**config.mk**
```make
export PLATFORM = sky130hd
export DESIGN_NAME = dcc_bit_and_preamble_sync
export DESIGN_NICKNAME = d
export VERILOG_FILES = /design/src/rtl/dbps_pkg.sv /design/src/rtl/dcc_bit_and_preamble_sync.sv /design/src/rtl/dbps_classify.sv /design/src/rtl/dbps_queue.sv /design/src/rtl/dbps_sync.sv
export SDC_FILE = /design/constraint.sdc
export NUM_CORES = 1
export LEC_CHECK = 0
export BUFFER_PORTS_ARGS = -buffer_cell sky130_fd_sc_hd__clkbuf_2
export CAP_MARGIN = 5
export CORE_MARGIN = 3
export CORE_UTILIZATION = 60
export DETAILED_ROUTE_END_ITERATION = 10
export PLACE_DENSITY = 0.89
export REMOVE_ABC_BUFFERS = 1
export SYNTH_ARGS = -nofsm -noshare
export SYNTH_HDL_FRONTEND = slang
export SYNTH_SLANG_ARGS = --single-unit
```
**constraint.sdc**
```tcl
create_clock -name clock -period 7.3 [get_ports clock]
set_input_delay 0.73 -clock clock [delete_from_list [all_inputs] [get_ports clock]]
set_output_delay 0.73 -clock clock [all_outputs]
set_load 0.005 [all_outputs]
```
**src/rtl/dbps_pkg.sv**
```systemverilog
// Shared types and constants for the DCC bit and preamble sync block.
package dbps_pkg;

   localparam int PULSE_W = 16;
   localparam int COUNT_W = 6;
   localparam int CSR_INDEX_W = 3;
   localparam int CSR_DATA_W = 16;
   localparam int QUEUE_DEPTH_DEFAULT = 2;

   localparam logic [COUNT_W-1:0] ONES_MAX = 6'd63;

   localparam logic [CSR_INDEX_W-1:0] REG_SHORT_MIN = 3'd0;
   localparam logic [CSR_INDEX_W-1:0] REG_SHORT_MAX = 3'd1;
   localparam logic [CSR_INDEX_W-1:0] REG_LONG_MIN = 3'd2;
   localparam logic [CSR_INDEX_W-1:0] REG_LONG_MAX = 3'd3;
   localparam logic [CSR_INDEX_W-1:0] REG_PREAMBLE_ONES = 3'd4;

   localparam logic [PULSE_W-1:0] SHORT_MIN_RESET = 16'd1040;
   localparam logic [PULSE_W-1:0] SHORT_MAX_RESET = 16'd1280;
   localparam logic [PULSE_W-1:0] LONG_MIN_RESET = 16'd2000;
   localparam logic [PULSE_W-1:0] LONG_MAX_RESET = 16'd4000;
   localparam logic [COUNT_W-1:0] PREAMBLE_ONES_RESET = 6'd10;

   typedef enum logic [1:0] {
      KIND_LONG  = 2'd0,
      KIND_SHORT = 2'd1,
      KIND_BAD   = 2'd2
   } kind_type;

   typedef struct packed {
      logic [PULSE_W-1:0] short_min;
      logic [PULSE_W-1:0] short_max;
      logic [PULSE_W-1:0] long_min;
      logic [PULSE_W-1:0] long_max;
   } window_type;

   typedef struct packed {
      logic               bit_done;
      logic               bit_value;
      logic               pulse_error;
      logic               start_found;
      logic               awaiting_start;
      logic [COUNT_W-1:0] ones_run;
   } result_type;

endpackage

```
**src/rtl/dcc_bit_and_preamble_sync.sv**
```systemverilog
// Top level of the DCC bit decoder with preamble and start-bit detection.
// Each input word is one measured half-bit length and yields exactly one result word.
// The block takes one word per cycle while the pulse queue is not full; each word waits
// in the pulse queue and its result is then held in the output register. The queue of
// QUEUE_DEPTH entries lets the classifier keep taking words while a result waits to be
// taken. The user must write configuration registers through the csr port only while
// the block is idle; the block does not enforce this. Unknown register indexes are ignored.
module dcc_bit_and_preamble_sync #(
   parameter int QUEUE_DEPTH = dbps_pkg::QUEUE_DEPTH_DEFAULT
) (
   input  logic                             clock,
   input  logic                             reset,
   input  logic                             req_valid,
   output logic                             req_stall,
   input  logic [dbps_pkg::PULSE_W-1:0]     req_pulse_length,
   output logic                             rsp_valid,
   input  logic                             rsp_stall,
   output logic                             rsp_bit_done,
   output logic                             rsp_bit_value,
   output logic                             rsp_pulse_error,
   output logic                             rsp_start_found,
   output logic                             rsp_awaiting_start,
   output logic [dbps_pkg::COUNT_W-1:0]     rsp_ones_run,
   input  logic                             csr_write,
   input  logic [dbps_pkg::CSR_INDEX_W-1:0] csr_index,
   input  logic [dbps_pkg::CSR_DATA_W-1:0]  csr_data
);
   import dbps_pkg::*;

   window_type         window_ff;
   logic [COUNT_W-1:0] preamble_ones_ff;
   kind_type           front_kind;
   kind_type           back_kind;
   logic               queue_full;
   logic               queue_not_empty;
   logic               push;
   logic               pop;
   result_type         back_result;
   result_type         rsp_word_ff;
   logic               rsp_valid_ff, rsp_valid_in;

   always_ff @(posedge clock) begin
      if (reset) begin
         window_ff.short_min <= SHORT_MIN_RESET;
         window_ff.short_max <= SHORT_MAX_RESET;
         window_ff.long_min  <= LONG_MIN_RESET;
         window_ff.long_max  <= LONG_MAX_RESET;
         preamble_ones_ff    <= PREAMBLE_ONES_RESET;
      end else if (csr_write) begin
         case (csr_index)
            REG_SHORT_MIN:     window_ff.short_min <= csr_data;
            REG_SHORT_MAX:     window_ff.short_max <= csr_data;
            REG_LONG_MIN:      window_ff.long_min <= csr_data;
            REG_LONG_MAX:      window_ff.long_max <= csr_data;
            REG_PREAMBLE_ONES: preamble_ones_ff <= csr_data[COUNT_W-1:0];
            default: ;
         endcase
      end
   end

   dbps_classify u_classify (
      .pulse_length (req_pulse_length),
      .window       (window_ff),
      .kind         (front_kind)
   );

   assign req_stall = queue_full;
   assign push      = req_valid && !queue_full;
   assign pop       = queue_not_empty && (!rsp_valid_ff || !rsp_stall);

   dbps_queue #(
      .DEPTH (QUEUE_DEPTH)
   ) u_queue (
      .clock     (clock),
      .reset     (reset),
      .push      (push),
      .push_kind (front_kind),
      .pop       (pop),
      .full      (queue_full),
      .not_empty (queue_not_empty),
      .pop_kind  (back_kind)
   );

   dbps_sync u_sync (
      .clock         (clock),
      .reset         (reset),
      .take          (pop),
      .kind          (back_kind),
      .preamble_ones (preamble_ones_ff),
      .result        (back_result)
   );

   always_comb begin
      rsp_valid_in = rsp_valid_ff;
      if (pop) begin
         rsp_valid_in = 1'b1;
      end else if (!rsp_stall) begin
         rsp_valid_in = 1'b0;
      end
   end

   always_ff @(posedge clock) begin
      if (reset) begin
         rsp_valid_ff <= 1'b0;
      end else begin
         rsp_valid_ff <= rsp_valid_in;
      end
   end

   always_ff @(posedge clock) begin
      if (pop) begin
         rsp_word_ff <= back_result;
      end
   end

   assign rsp_valid          = rsp_valid_ff;
   assign rsp_bit_done       = rsp_word_ff.bit_done;
   assign rsp_bit_value      = rsp_word_ff.bit_value;
   assign rsp_pulse_error    = rsp_word_ff.pulse_error;
   assign rsp_start_found    = rsp_word_ff.start_found;
   assign rsp_awaiting_start = rsp_word_ff.awaiting_start;
   assign rsp_ones_run       = rsp_word_ff.ones_run;

endmodule

```
**src/rtl/dbps_classify.sv**
```systemverilog
// Front end: sorts each pulse length into short, long or invalid.
module dbps_classify (
   input  logic [dbps_pkg::PULSE_W-1:0] pulse_length,
   input  dbps_pkg::window_type         window,
   output dbps_pkg::kind_type           kind
);
   import dbps_pkg::*;

   logic in_short;
   logic in_long;

   assign in_short = (pulse_length >= window.short_min) && (pulse_length <= window.short_max);
   assign in_long  = (pulse_length >= window.long_min) && (pulse_length <= window.long_max);

   // A length inside both windows counts as short.
   always_comb begin
      if (in_short) begin
         kind = KIND_SHORT;
      end else if (in_long) begin
         kind = KIND_LONG;
      end else begin
         kind = KIND_BAD;
      end
   end

endmodule

```
**src/rtl/dbps_queue.sv**
```systemverilog
// Short queue of classified pulses between the front and back ends.
module dbps_queue #(
   parameter int DEPTH = dbps_pkg::QUEUE_DEPTH_DEFAULT
) (
   input  logic               clock,
   input  logic               reset,
   input  logic               push,
   input  dbps_pkg::kind_type push_kind,
   input  logic               pop,
   output logic               full,
   output logic               not_empty,
   output dbps_pkg::kind_type pop_kind
);
   import dbps_pkg::*;

   localparam int PTR_W = (DEPTH > 1) ? $clog2(DEPTH) : 1;
   localparam int CNT_W = $clog2(DEPTH + 1);
   localparam logic [PTR_W-1:0] LAST = PTR_W'(DEPTH - 1);
   localparam logic [CNT_W-1:0] FULL_COUNT = CNT_W'(DEPTH);

   kind_type         slot_ff [DEPTH];
   logic [PTR_W-1:0] wr_ptr_ff, wr_ptr_in;
   logic [PTR_W-1:0] rd_ptr_ff, rd_ptr_in;
   logic [CNT_W-1:0] count_ff, count_in;

   assign full      = (count_ff == FULL_COUNT);
   assign not_empty = (count_ff != '0);
   assign pop_kind  = slot_ff[rd_ptr_ff];

   always_comb begin
      wr_ptr_in = wr_ptr_ff;
      rd_ptr_in = rd_ptr_ff;
      count_in  = count_ff;
      if (push) begin
         wr_ptr_in = (wr_ptr_ff == LAST) ? '0 : wr_ptr_ff + 1'b1;
      end
      if (pop) begin
         rd_ptr_in = (rd_ptr_ff == LAST) ? '0 : rd_ptr_ff + 1'b1;
      end
      if (push && !pop) begin
         count_in = count_ff + 1'b1;
      end else if (pop && !push) begin
         count_in = count_ff - 1'b1;
      end
   end

   always_ff @(posedge clock) begin
      if (reset) begin
         wr_ptr_ff <= '0;
         rd_ptr_ff <= '0;
         count_ff  <= '0;
      end else begin
         wr_ptr_ff <= wr_ptr_in;
         rd_ptr_ff <= rd_ptr_in;
         count_ff  <= count_in;
      end
   end

   always_ff @(posedge clock) begin
      if (push) begin
         slot_ff[wr_ptr_ff] <= push_kind;
      end
   end

endmodule

```
**src/rtl/dbps_sync.sv**
```systemverilog
// Back end: pairs half-bits, counts the preamble and spots the start bit.
module dbps_sync (
   input  logic                         clock,
   input  logic                         reset,
   input  logic                         take,
   input  dbps_pkg::kind_type           kind,
   input  logic [dbps_pkg::COUNT_W-1:0] preamble_ones,
   output dbps_pkg::result_type         result
);
   import dbps_pkg::*;

   logic               half_pending_ff, half_pending_in;
   logic               half_value_ff, half_value_in;
   logic [COUNT_W-1:0] ones_count_ff, ones_count_in;
   logic               start_mode_ff, start_mode_in;
   logic               half_bit;

   always_comb begin
      half_pending_in = half_pending_ff;
      half_value_in   = half_value_ff;
      ones_count_in   = ones_count_ff;
      start_mode_in   = start_mode_ff;
      result          = '0;
      half_bit        = 1'b0;
      case (kind)
         KIND_SHORT: half_bit = 1'b1;
         KIND_LONG:  half_bit = 1'b0;
         default:    half_bit = 1'b0;
      endcase
      if (kind == KIND_BAD || (half_pending_ff && half_value_ff != half_bit)) begin
         result.pulse_error = 1'b1;
         half_pending_in    = 1'b0;
         half_value_in      = 1'b0;
         ones_count_in      = '0;
         start_mode_in      = 1'b0;
      end else if (!half_pending_ff) begin
         half_pending_in = 1'b1;
         half_value_in   = half_bit;
      end else begin
         half_pending_in  = 1'b0;
         result.bit_done  = 1'b1;
         result.bit_value = half_bit;
         if (half_bit) begin
            if (ones_count_ff != ONES_MAX) begin
               ones_count_in = ones_count_ff + 1'b1;
            end
            if (!start_mode_ff && ones_count_in >= preamble_ones) begin
               start_mode_in = 1'b1;
            end
         end else begin
            result.start_found = start_mode_ff;
            start_mode_in      = 1'b0;
            ones_count_in      = '0;
         end
      end
      result.awaiting_start = start_mode_in;
      result.ones_run       = ones_count_in;
   end

   always_ff @(posedge clock) begin
      if (reset) begin
         half_pending_ff <= 1'b0;
         half_value_ff   <= 1'b0;
         ones_count_ff   <= '0;
         start_mode_ff   <= 1'b0;
      end else if (take) begin
         half_pending_ff <= half_pending_in;
         half_value_ff   <= half_value_in;
         ones_count_ff   <= ones_count_in;
         start_mode_ff   <= start_mode_in;
      end
   end

endmodule
```
# [Word level (Yosys, flattened, before mapping)]
# Memories as Yosys holds them, arrays and structs flattened. A register that Yosys moved wholly into a read port is not among the register bits.
# Index checks and enable logic that the tools add are counted.
[classes] addsub=5 magnitude_cmp=5 eq_ne=11 n_mux=30 n_bitwise=1 n_reduce_logical=27
[ops] op="2-to-1 mux 6 bit" n=7
[ops] op=">= comparator 16 bit" n=2
[ops] op="less-or-equal comparator 16 bit" n=2
[ops] op="2-to-1 mux 1 bit" n=18
[ops] op="AND reduction 2 bit" n=6
[ops] op="2-to-1 mux 2 bit" n=5
[ops] op="logical AND 1 bit" n=8
[ops] op="adder 6 x 1 -> 6 bit (second input constant)" n=1
[ops] op="== test 3 x 2 -> 1 bit (second input constant)" n=2
[ops] op=">= comparator 6 bit" n=1
[ops] op="zero test 1 bit" n=6
[ops] op="!= test 6 bit (second input constant)" n=1
[ops] op="== test 2 bit (second input constant)" n=2
[ops] op="nonzero test 2 bit" n=2
[ops] op="== test 3 x 1 -> 1 bit (second input constant)" n=1
[ops] op="== test 3 bit (second input constant)" n=1
[ops] op="zero test 3 bit" n=1
[ops] op="OR reduction 3 bit" n=1
[ops] op="adder 1 bit (second input constant)" n=2
[ops] op="adder 2 x 1 -> 2 bit (second input constant)" n=1
[ops] op="== test 2 x 1 -> 1 bit (second input constant)" n=1
[ops] op="logical OR 1 bit" n=2
[ops] op="!= test 2 x 1 -> 1 bit (second input constant)" n=1
[ops] op="!= test 2 bit (second input constant)" n=1
[ops] op="4 further kinds" n=4
[totals] ff_bits=95 ram_bits=4 inputBits=40 out_inout_bits=13 wordCells=99 mem_count=1
[mem_list] name="u_queue.slot_ff" words=2 width=2 rd=1 rd_clocked_by_memory_dff=1 write_ports=1 line_no="dbps_queue.sv:21" rtl="kind_type slot_ff [DEPTH];"

# [Depth between registers and ports, before layout]
# Gate-level depths: netlist of run 1.
[logic_depth] word_depth=12 depth_mapped=11 ltp_nobuf=11

# [Modules after synthesis]
# A second synthesis of run 1 with hierarchy kept.
[unflattened] hier_cells=640 area_unflattened_um2=6057.1
[by_module_without_submodules] module="dcc_bit_and_preamble_sync" n_inst=1 cells_per_inst=282 area_each_um2=3221.8 seq_area_each_um2=1751.7
[by_module_without_submodules] module="dbps_classify" n_inst=1 cells_per_inst=215 area_each_um2=1584.0 seq_area_each_um2=0.0
[by_module_without_submodules] module="dbps_sync" n_inst=1 cells_per_inst=115 area_each_um2=898.4 seq_area_each_um2=180.2
[by_module_without_submodules] module="dbps_queue" n_inst=1 cells_per_inst=28 area_each_um2=352.8 seq_area_each_um2=220.2

# [Worst setup path before layout of run 1]
# Ideal clock, no wire load.
[synth_timing] path_kind="reg2reg" start="reg u_sync.ones_count_ff[0]" end="reg rsp_word_ff (netlist bit rsp_awaiting_start) (data pin)" setup_time_ns=0.266 arrival_ns=2.160 t_required_ns=7.034 setup_slack_ns=4.875 stages_incl_launch_ff=12 path_buffers=0 period_less_slack_ns=2.425 path_cell_list="dfxtp_1 > ha_1 > and3_1 > nand3_1 > xnor2_1 > ha_1 > nand2b_1 > a21o_1 > a21o_1 > a21oi_1 > o221a_2 > nor2_1"
[synth_lines] element="start, declared" line_no="dbps_sync.sv:14" rtl="logic [COUNT_W-1:0] ones_count_ff, ones_count_in;"
[synth_lines] element="start signal, assigned" line_no="dbps_sync.sv:69" rtl="ones_count_ff <= ones_count_in;"
[synth_lines] element="end signal, assigned" line_no="dcc_bit_and_preamble_sync.sv:112" rtl="rsp_word_ff <= back_result;"
[synth_lines] element="end, declared" line_no="dcc_bit_and_preamble_sync.sv:39" rtl="result_type rsp_word_ff;"

# [Final worst setup path of run 1]
[layout_timing] start="reg u_sync.ones_count_ff[0]" end="reg u_sync.start_mode_ff"
[layout_between] elab_chain_len=11 elab_cells_between_ends=12 classes_between="add/sub (1); order compare (1); eq/ne (1); mux (8); reduce/logical (1)"
[layout_rtl] element="adder 6 x 1 -> 6 bit / != test 6 bit (equally long branches)" line_no="dbps_sync.sv:45, dbps_sync.sv:44"
[layout_rtl] element="2-to-1 mux 6 bit *" line_no="dbps_sync.sv:44" rtl="if (ones_count_ff != ONES_MAX) begin"
[layout_rtl] element="2-to-1 mux 6 bit *" line_no="dbps_sync.sv:43" rtl="if (half_bit) begin"
[layout_rtl] element="2-to-1 mux 6 bit *" line_no="dbps_sync.sv:36" rtl="end else if (!half_pending_ff) begin"
[layout_rtl] element="2-to-1 mux 6 bit *" line_no="dbps_sync.sv:30" rtl="if (kind == KIND_BAD || (half_pending_ff && half_value_ff != half_bit)) begin"
[layout_rtl] element=">= comparator 6 bit *" line_no="dbps_sync.sv:47" rtl="if (!start_mode_ff && ones_count_in >= preamble_ones) begin"
[layout_rtl] element="logical AND 1 bit *" line_no="dbps_sync.sv:47"
[layout_rtl] element="2-to-1 mux 1 bit *" line_no="dbps_sync.sv:47"
[layout_rtl] element="2-to-1 mux 1 bit *" line_no="dbps_sync.sv:43"
[layout_rtl] element="2-to-1 mux 1 bit *" line_no="dbps_sync.sv:36"
[layout_rtl] element="2-to-1 mux 1 bit *" line_no="dbps_sync.sv:30"
[layout_rtl] element="end signal, assigned" line_no="dbps_sync.sv:70" rtl="start_mode_ff <= start_mode_in;"
[layout_rtl] element="end, declared" line_no="dbps_sync.sv:15" rtl="logic start_mode_ff, start_mode_in;"
# Mark *: on every way between the ends. The rest lies on a longest branch, timed or not. The select of a mux whose other input is x is not followed.
# A chain may end at the register's enable or synchronous reset.

==> impl_metrics.prom, run 1 <==
# TYPE chip_impl_metric gauge
chip_impl_info{name="outcome",value="finished, final reports clean"} 1
chip_impl_metric{name="detailedRoute.firstPassIterationCount",unit=""} 5
chip_impl_metric{name="post_route_cells_drive_above_1_share",unit=""} 0.1160
chip_impl_metric{name="drt_first_iter_violations",unit=""} 361
chip_impl_metric{name="ff2ff_setup_slack",unit="ns"} 4.44
chip_impl_metric{name="skew",unit="ns"} 0.01276
chip_impl_metric{name="netlist_area",unit="um^2"} 5563
chip_impl_metric{name="detail_route.vias_per_cell",unit=""} 5.862
chip_impl_metric{name="yosys_warnings",unit=""} 0
chip_impl_metric{name="final_antenna_net_count",unit=""} 0
chip_impl_metric{name="yosysTopAreaCellShare",unit=""} 0.3059
chip_impl_metric{name="placed_cells",unit=""} 816
chip_impl_metric{name="finalWeightedCongestion",unit=""} 0.8989
chip_impl_metric{name="cp_slowest_stage_delay",unit="ns"} 0.47
chip_impl_info{name="setup.worst_path.class",value="register to register"} 1
chip_impl_metric{name="num_antenna_cells",unit=""} 0
chip_impl_metric{name="synth.lib_cells_used.distinct",unit=""} 57
chip_impl_metric{name="postSynth.asyncResetShare",unit=""} 0
chip_impl_metric{name="multi_input_comb_area",unit="um^2"} 3025
chip_impl_info{name="worstReg2RegStart",value="u_sync.ones_count_ff[0]"} 1
chip_impl_metric{name="full_die_area",unit="um^2"} 10460
chip_impl_metric{name="insertion_delay",unit="ns"} 0.37
chip_impl_metric{name="detail_route.wirelength",unit="um"} 13380
chip_impl_metric{name="num_rows",unit=""} 34
chip_impl_metric{name="p_switching",unit="mW"} 0.4376
chip_impl_info{name="synthFlopType",value="dfxtp_1"} 1
chip_impl_metric{name="worst-slew-pin-transition",unit="ns"} 0.9442
chip_impl_metric{name="syn-mean-instance-area",unit="um^2"} 8.193
chip_impl_metric{name="die_y",unit="um"} 102.3
chip_impl_metric{name="part_of_the_power_in_registers",unit=""} 0.501
chip_impl_info{name="yosys-top-cells-count",value="148 x nand2_1, 88 x a21oi_1, 85 x dfxtp_1, 72 x ha_1, 72 x inv_1"} 1
chip_impl_metric{name="period_needed",unit="ns"} 2.858
chip_impl_info{name="synth_largest_area_cell",value="dfxtp_1"} 1
chip_impl_info{name="cp_cell_sequence",value="ha_1 -> and3_1 -> nand3_1 -> xnor2_1 -> ha_1 -> nand2b_1 -> a21o_1 -> a21o_1 -> a21oi_1 -> o221a_2 -> a2111oi_0"} 1
chip_impl_metric{name="cts_htree_levels",unit=""} 3
chip_impl_metric{name="grt_max_degree",unit=""} 87
chip_impl_metric{name="dp_worst_setup_slack",unit="ns"} 4.567
chip_impl_metric{name="powerDensity",unit="nW/um^2"} 219.5
chip_impl_metric{name="internal_power",unit="mW"} 0.8938
chip_impl_info{name="setup_repair_after_global_routing_missed_its_margin",value="no"} 1
chip_impl_metric{name="total_leakage_power",unit="nW"} 2.606
chip_impl_metric{name="global_route.overflow_total",unit=""} 0
chip_impl_info{name="clock_tree_from_tritoncts",value="yes"} 1
chip_impl_metric{name="final.hold.worst_slack",unit="ns"} 0.4604
chip_impl_metric{name="route.detailed.drc",unit=""} 0
chip_impl_info{name="hold_path.startpoint",value="window_ff[56]"} 1
chip_impl_info{name="timing.critical_path.from_type",value="register"} 1
chip_impl_metric{name="yosysSeqAreaShare",unit=""} 0.3869
chip_impl_metric{name="hold_viol",unit=""} 0
chip_impl_metric{name="numCtsBuffers",unit=""} 9
chip_impl_info{name="cts.root.buffer_cell",value="clkbuf_8"} 1
chip_impl_info{name="critical_path.startpoint",value="u_sync.ones_count_ff[0]"} 1
chip_impl_metric{name="grt_pass1_wl",unit="um"} 21980
chip_impl_metric{name="total_number_of_nets_in_the_final_design",unit=""} 831
chip_impl_metric{name="port_buffers",unit=""} 52
chip_impl_metric{name="timing_max_transition_violations_final",unit=""} 0
chip_impl_metric{name="critical_path.max_fanout",unit=""} 6
chip_impl_metric{name="sink_count",unit=""} 100
chip_impl_metric{name="postCtsSetupBuffers",unit=""} 0
chip_impl_metric{name="post_cts_resized",unit=""} 0
chip_impl_metric{name="switching_share",unit=""} 0.3287
chip_impl_metric{name="p_clk_frac",unit=""} 0.264
chip_impl_metric{name="worst_ir_drop_vdd",unit="mV"} 0.1385
chip_impl_metric{name="floorplan.die.width",unit="um"} 102.3
chip_impl_metric{name="antenna_violations_before_repair",unit=""} 0
chip_impl_metric{name="vias_in_the_first_global_route",unit=""} 4765
chip_impl_metric{name="standard_cell_core_area",unit="um^2"} 8848
chip_impl_metric{name="dp_hpwl",unit="um"} 9694
chip_impl_metric{name="sequential_area",unit="um^2"} 2152
chip_impl_metric{name="worst_ep_required_time",unit="ns"} 7.52
chip_impl_metric{name="synthesis.instances",unit=""} 679
chip_impl_info{name="min-delay-path-class",value="register to register"} 1
chip_impl_info{name="critical_path.endpoint_type",value="register"} 1
chip_impl_metric{name="clock.fmax",unit="MHz"} 349.9
chip_impl_info{name="synth.area.top_cells",value="dfxtp_1 31%, ha_1 16%, nand2_1 10%, edfxtp_1 8.1%, a21oi_1 7.9%"} 1
chip_impl_metric{name="filler_cell_count_in_the_final_layout",unit=""} 703
chip_impl_metric{name="initial_core_util",unit=""} 0.6287
chip_impl_metric{name="clkTransAtPathRegs",unit="ns"} 0.11
chip_impl_metric{name="syn_to_final_growth",unit="%"} 9.064
chip_impl_metric{name="route.detailed.wl_per_inst",unit="um"} 16.08
chip_impl_metric{name="cts_max_path_buffers",unit=""} 2
chip_impl_metric{name="holdBufCountCts",unit=""} 0
chip_impl_metric{name="slew-limit-headroom",unit=""} 0.3698
chip_impl_metric{name="grt_overall_usage",unit=""} 0.2653
chip_impl_metric{name="synth_seq_cells",unit=""} 100
chip_impl_info{name="critPathSlowestCell",value="a2111oi_0"} 1
chip_impl_metric{name="synth_enable_flop_cells",unit=""} 15
chip_impl_info{name="synthMostInstantiatedCell",value="nand2_1"} 1
chip_impl_metric{name="num_io_pins",unit=""} 53
chip_impl_metric{name="max_cap_viol_count",unit=""} 0
chip_impl_metric{name="min_period_over_period",unit=""} 0.3915
chip_impl_metric{name="worst_ep_arrival",unit="ns"} 3.08
chip_impl_metric{name="comb_power_share",unit=""} 0.235
chip_impl_metric{name="vias",unit=""} 4877
chip_impl_metric{name="instances_no_fill",unit=""} 832
chip_impl_metric{name="finalSetupViolations",unit=""} 0
chip_impl_metric{name="setup_total_negative_slack",unit="ns"} 0
chip_impl_metric{name="final.setup.worst_slack",unit="ns"} 4.442
power groups by stage:
stage	logic [mW]	clock network, mW	registers (mW)
floorplan	0.191	0	0.673
global placement	0.296	0	0.675
detailed placement	0.309	0	0.678
CTS	0.312	0.350	0.666
global route	0.347	0.379	0.674
finish	0.313	0.352	0.666
area by class of cell:
| cell class | count | area share |
|---|---|---|
| clock inverter | 6 | 0.007424 |
| timing repair buffer | 55 | 0.04661 |
| tap | 108 | 0.02227 |
| inverter | 74 | 0.04578 |
| sequential | 100 | 0.3547 |
| clock buffer | 10 | 0.02454 |
| multi-input combinational | 479 | 0.4987 |
cells by family (layout without fill, tap and decap cells):
kind of cell | count (synthesis) | in the layout | share of synthesized area
xor gates and xnor gates | 7 | 7 | 0.01102
muxes | 2 | 2 | 0.003824
and+or+nand+nor | 249 | 249 | 0.1982
adders and majority gates | 72 | 72 | 0.1619
AOI/OAI and AO/OA | 149 | 149 | 0.1689
DFF | 100 | 100 | 0.3869
buffers and inverters | 100 | 145 | 0.06927
worst max-delay path: cells and delay by family, from the launching register on:
kind	cells	cell delay (ns)
AO/OA/AOI/OAI	5	1.03
adder cells (fa/ha/maj)	2	0.55
AND/OR/NAND/NOR	3	0.48
flip-flops	1	0.45
XOR/XNOR	1	0.20
sequential cells by signal, indices dropped and copies added, names as in the netlist, 2 cells and up, named ones only:
| name | count |
|---|---|
| window_ff | 64 |
| u_queue.slot_ff | 4 |
| rsp_ones_run | 6 |
| u_queue.count_ff | 2 |
| preamble_ones_ff | 6 |
| u_sync.ones_count_ff | 6 |
per-stage QoR:
| stage | total power, mW | cell area, um^2 | util |
|---|---|---|---|
| floorplan | 0.8635 | 5455 | - |
| global placement | 0.9703 | 5873 | 0.6637 |
| detailed placement | 0.9874 | 5873 | 0.6637 |
| CTS | 1.329 | 6067 | 0.6857 |
| global route | 1.400 | 6067 | 0.6857 |
| finish | 1.331 | 6067 | 0.6857 |
placed cells by master, fill, tap and decap left out, drive strengths merged, types with 2 or more instances in the layout:
cell type,count
nand3,15
a211o,13
inv,74
and3,6
clkinvlp,3
o21a,5
buf,3
ha,72
clkinv,3
or3,2
nor3,3
nand3b,8
nor2,36
a211oi,3
nor2b,4
dfxtp,85
xor2,4
a21oi,89
xnor2,3
or2,2
nor3b,5
o211ai,4
nand2,148
nand4,10
a21o,9
edfxtp,15
and2,3
a21boi,4
nor4,3
o21ai,9
clkbuf,62
nand2b,2
metal layers:
metal / wire, um / vias to the layer above / GRT usage
met5: 0 / - / 0
met4: 378 / 0 / 0.1181
met3: 902 / 47 / 0.04437
met2: 6555 / 182 / 0.4533
met1: 5538 / 2266 / 0.3285
li1: - / 2382 / -
path summary, 6_finish.rpt:
check                              end  cells after the start
setup / recovery  u_sync.start_mode_ff                     11
hold reg to reg          window_ff[56]                      2
hold / removal           window_ff[56]                      2
setup reg to reg  u_sync.start_mode_ff                     11
Power figures use the tool's default switching activity.
==> run 2: changes to the inputs <==
- CORE_UTILIZATION: 60 -> 54
- PLACE_DENSITY: 0.89 -> 0.85
- clock period: 7.3 -> 2.6 ns (I/O delays scaled with it)
==> impl_metrics.prom, run 2 (synthesis results as in run 1) <==
# TYPE chip_impl_metric gauge
chip_impl_info{name="outcome",value="finished, final reports clean"} 1
chip_impl_metric{name="port_buffers",unit=""} 52
chip_impl_metric{name="insertion_delay",unit="ns"} 0.37
chip_impl_metric{name="worst-slew-pin-transition",unit="ns"} 0.7914
chip_impl_metric{name="detailedRoute.firstPassIterationCount",unit=""} 7
chip_impl_metric{name="numCtsBuffers",unit=""} 9
chip_impl_info{name="largest_register",value="window_ff"} 1
chip_impl_info{name="worstReg2RegStart",value="u_sync.ones_count_ff[1]"} 1
chip_impl_metric{name="hold_viol",unit=""} 0
chip_impl_info{name="hold_path.startpoint",value="rsp_stall"} 1
chip_impl_metric{name="floorplan.die.width",unit="um"} 107.5
chip_impl_metric{name="vias_in_the_first_global_route",unit=""} 4853
chip_impl_metric{name="drt_first_iter_violations",unit=""} 294
chip_impl_info{name="cp_cell_sequence",value="ha_1 -> and3_1 -> nand3_1 -> xnor2_1 -> ha_1 -> nand2b_1 -> a21o_1 -> a21o_1 -> a21oi_1 -> o221a_2 -> nor2_1"} 1
chip_impl_info{name="clock_tree_from_tritoncts",value="yes"} 1
chip_impl_metric{name="slew-limit-headroom",unit=""} 0.4709
chip_impl_metric{name="antenna_violations_before_repair",unit=""} 0
chip_impl_metric{name="cts_max_path_buffers",unit=""} 2
chip_impl_metric{name="num_rows",unit=""} 36
chip_impl_metric{name="worst_ep_arrival",unit="ns"} 2.50
chip_impl_metric{name="die_y",unit="um"} 107.5
chip_impl_info{name="cts.root.buffer_cell",value="clkbuf_8"} 1
chip_impl_metric{name="detail_route.wirelength",unit="um"} 13200
chip_impl_metric{name="grt_overall_usage",unit=""} 0.2372
chip_impl_metric{name="final.hold.worst_slack",unit="ns"} 0.1500
chip_impl_metric{name="detail_route.vias_per_cell",unit=""} 5.698
chip_impl_info{name="mostFrequentLayoutCell",value="nand2_1"} 1
chip_impl_metric{name="worst_ir_drop_vdd",unit="mV"} 0.3231
chip_impl_metric{name="total_leakage_power",unit="nW"} 2.655
chip_impl_metric{name="min_period_over_period",unit=""} 0.9194
chip_impl_info{name="final_cell_mix",value="148 x nand2_1, 88 x a21oi_1, 84 x dfxtp_1"} 1
chip_impl_metric{name="clock.fmax",unit="MHz"} 418.3
chip_impl_metric{name="total_number_of_nets_in_the_final_design",unit=""} 839
chip_impl_metric{name="cp.buffers_inverters",unit=""} 0
chip_impl_info{name="setup.worst_path.class",value="register to register"} 1
chip_impl_metric{name="syn_to_final_growth",unit="%"} 10.80
chip_impl_metric{name="post_route_cells_drive_above_1_share",unit=""} 0.1257
chip_impl_metric{name="period_needed",unit="ns"} 2.390
chip_impl_metric{name="max_cap_viol_count",unit=""} 0
chip_impl_metric{name="dp_hpwl",unit="um"} 9762
chip_impl_metric{name="largest_reg_flops",unit=""} 64
chip_impl_metric{name="powerDensity",unit="nW/um^2"} 611.0
chip_impl_metric{name="route.detailed.drc",unit=""} 0
chip_impl_metric{name="sink_count",unit=""} 100
chip_impl_metric{name="initial_core_util",unit=""} 0.5614
chip_impl_info{name="critPathSlowestCell",value="dfxtp_2"} 1
chip_impl_info{name="setup_repair_after_global_routing_missed_its_margin",value="no"} 1
chip_impl_metric{name="num_io_pins",unit=""} 53
chip_impl_metric{name="dp_worst_setup_slack",unit="ns"} 0.1894
chip_impl_metric{name="full_die_area",unit="um^2"} 11560
chip_impl_metric{name="global_route.overflow_total",unit=""} 0
chip_impl_metric{name="worst_ep_required_time",unit="ns"} 2.71
chip_impl_metric{name="final_antenna_net_count",unit=""} 0
chip_impl_info{name="critical_path.startpoint",value="u_sync.ones_count_ff[1]"} 1
chip_impl_info{name="critical_path.endpoint_type",value="register"} 1
chip_impl_metric{name="filler_cell_count_in_the_final_layout",unit=""} 845
chip_impl_metric{name="finalWeightedCongestion",unit=""} 0.8893
chip_impl_info{name="timing.critical_path.from_type",value="register"} 1
chip_impl_metric{name="setup_total_negative_slack",unit="ns"} 0
chip_impl_info{name="cpLargestDelayFamily",value="compound AO/OA/AOI/OAI gates"} 1
chip_impl_metric{name="skew",unit="ns"} 0.01338
chip_impl_metric{name="holdBufCountCts",unit=""} 0
chip_impl_metric{name="route.detailed.wl_per_inst",unit="um"} 15.26
chip_impl_metric{name="finalSetupViolations",unit=""} 0
chip_impl_metric{name="final.setup.worst_slack",unit="ns"} 0.2095
chip_impl_metric{name="grt_pass1_wl",unit="um"} 22110
chip_impl_metric{name="critical_path.max_fanout",unit=""} 5
chip_impl_metric{name="timing_max_transition_violations_final",unit=""} 0
chip_impl_metric{name="num_antenna_cells",unit=""} 0
chip_impl_metric{name="vias",unit=""} 4929
chip_impl_metric{name="standard_cell_core_area",unit="um^2"} 9910
chip_impl_metric{name="grt_max_degree",unit=""} 36
chip_impl_metric{name="cts_htree_levels",unit=""} 3
chip_impl_metric{name="clkTransAtPathRegs",unit="ns"} 0.11
chip_impl_info{name="min-delay-path-class",value="primary input to register"} 1
chip_impl_metric{name="cp_slowest_stage_delay",unit="ns"} 0.38
run 2: worst reg2reg max path, stage by stage (launching register included):
cell	delay [ns]
dfxtp_2	0.38
ha_1	0.17
and3_1	0.18
nand3_1	0.12
xnor2_1	0.18
ha_1	0.25
nand2b_1	0.14
a21o_1	0.17
a21o_1	0.18
a21oi_1	0.14
o221a_2	0.20
nor2_1	0.04
run 2: cell type report:
class                      count  area [um^2]  share of cell area
tap                          133        166.4             0.02700
clock inverter                 7        73.82             0.01198
inverter                      74        277.8             0.04507
timing repair buffer          63        342.8             0.05562
clock buffer                   9        123.9             0.02010
multi-input combinational    479         3025              0.4909
sequential                   100         2153              0.3494
run 2: per-stage QoR:
step | instance area [um^2] | instances | power, mW | utilization
2_1_floorplan | 5455 | 653 | 2.424 | -
3_3_place_gp | 5964 | 849 | 2.728 | 0.6019
3_5_place_dp | 5964 | 849 | 2.787 | 0.6019
4_1_cts | 6162 | 865 | 3.781 | 0.6218
5_1_grt | 6163 | 865 | 3.965 | 0.6220
6_report | 6163 | 865 | 3.766 | 0.6220
run 2: report_power, final:
part / internal, mW / leakage (nW) / total [mW] / switching [mW]
Clock: 0.450 / 0.0978 / 1.01 / 0.564
Combinational: 0.346 / 1.72 / 0.884 / 0.538
Sequential: 1.76 / 0.837 / 1.87 / 0.111
Total: 2.55 / 2.65 / 3.77 / 1.21
run 2: what timing repair did:
item / in CTS / in global routing
endpoints found under the setup margin: 0 / 2
resized for setup: 0 / 1
buffers inserted: 0 / 0
run 2: final timing paths:
kind                                           end  slack [ns]  depth (start not counted)
worst max-delay path            rsp_awaiting_start        0.21                         11
worst min-delay path                     rsp_valid        0.15                          3
worst max register to register  rsp_awaiting_start        0.21                         11
worst min register to register       window_ff[61]        0.46                          2
run 2: metal layers:
metal / up-vias / share of wire / GRT usage
met1: 2327 / 0.40 / 0.2792
met4: 0 / 0.034 / 0.1073
met5: - / 0 / 0
li1: 2389 / - / -
met2: 169 / 0.51 / 0.4250
met3: 44 / 0.052 / 0.03299
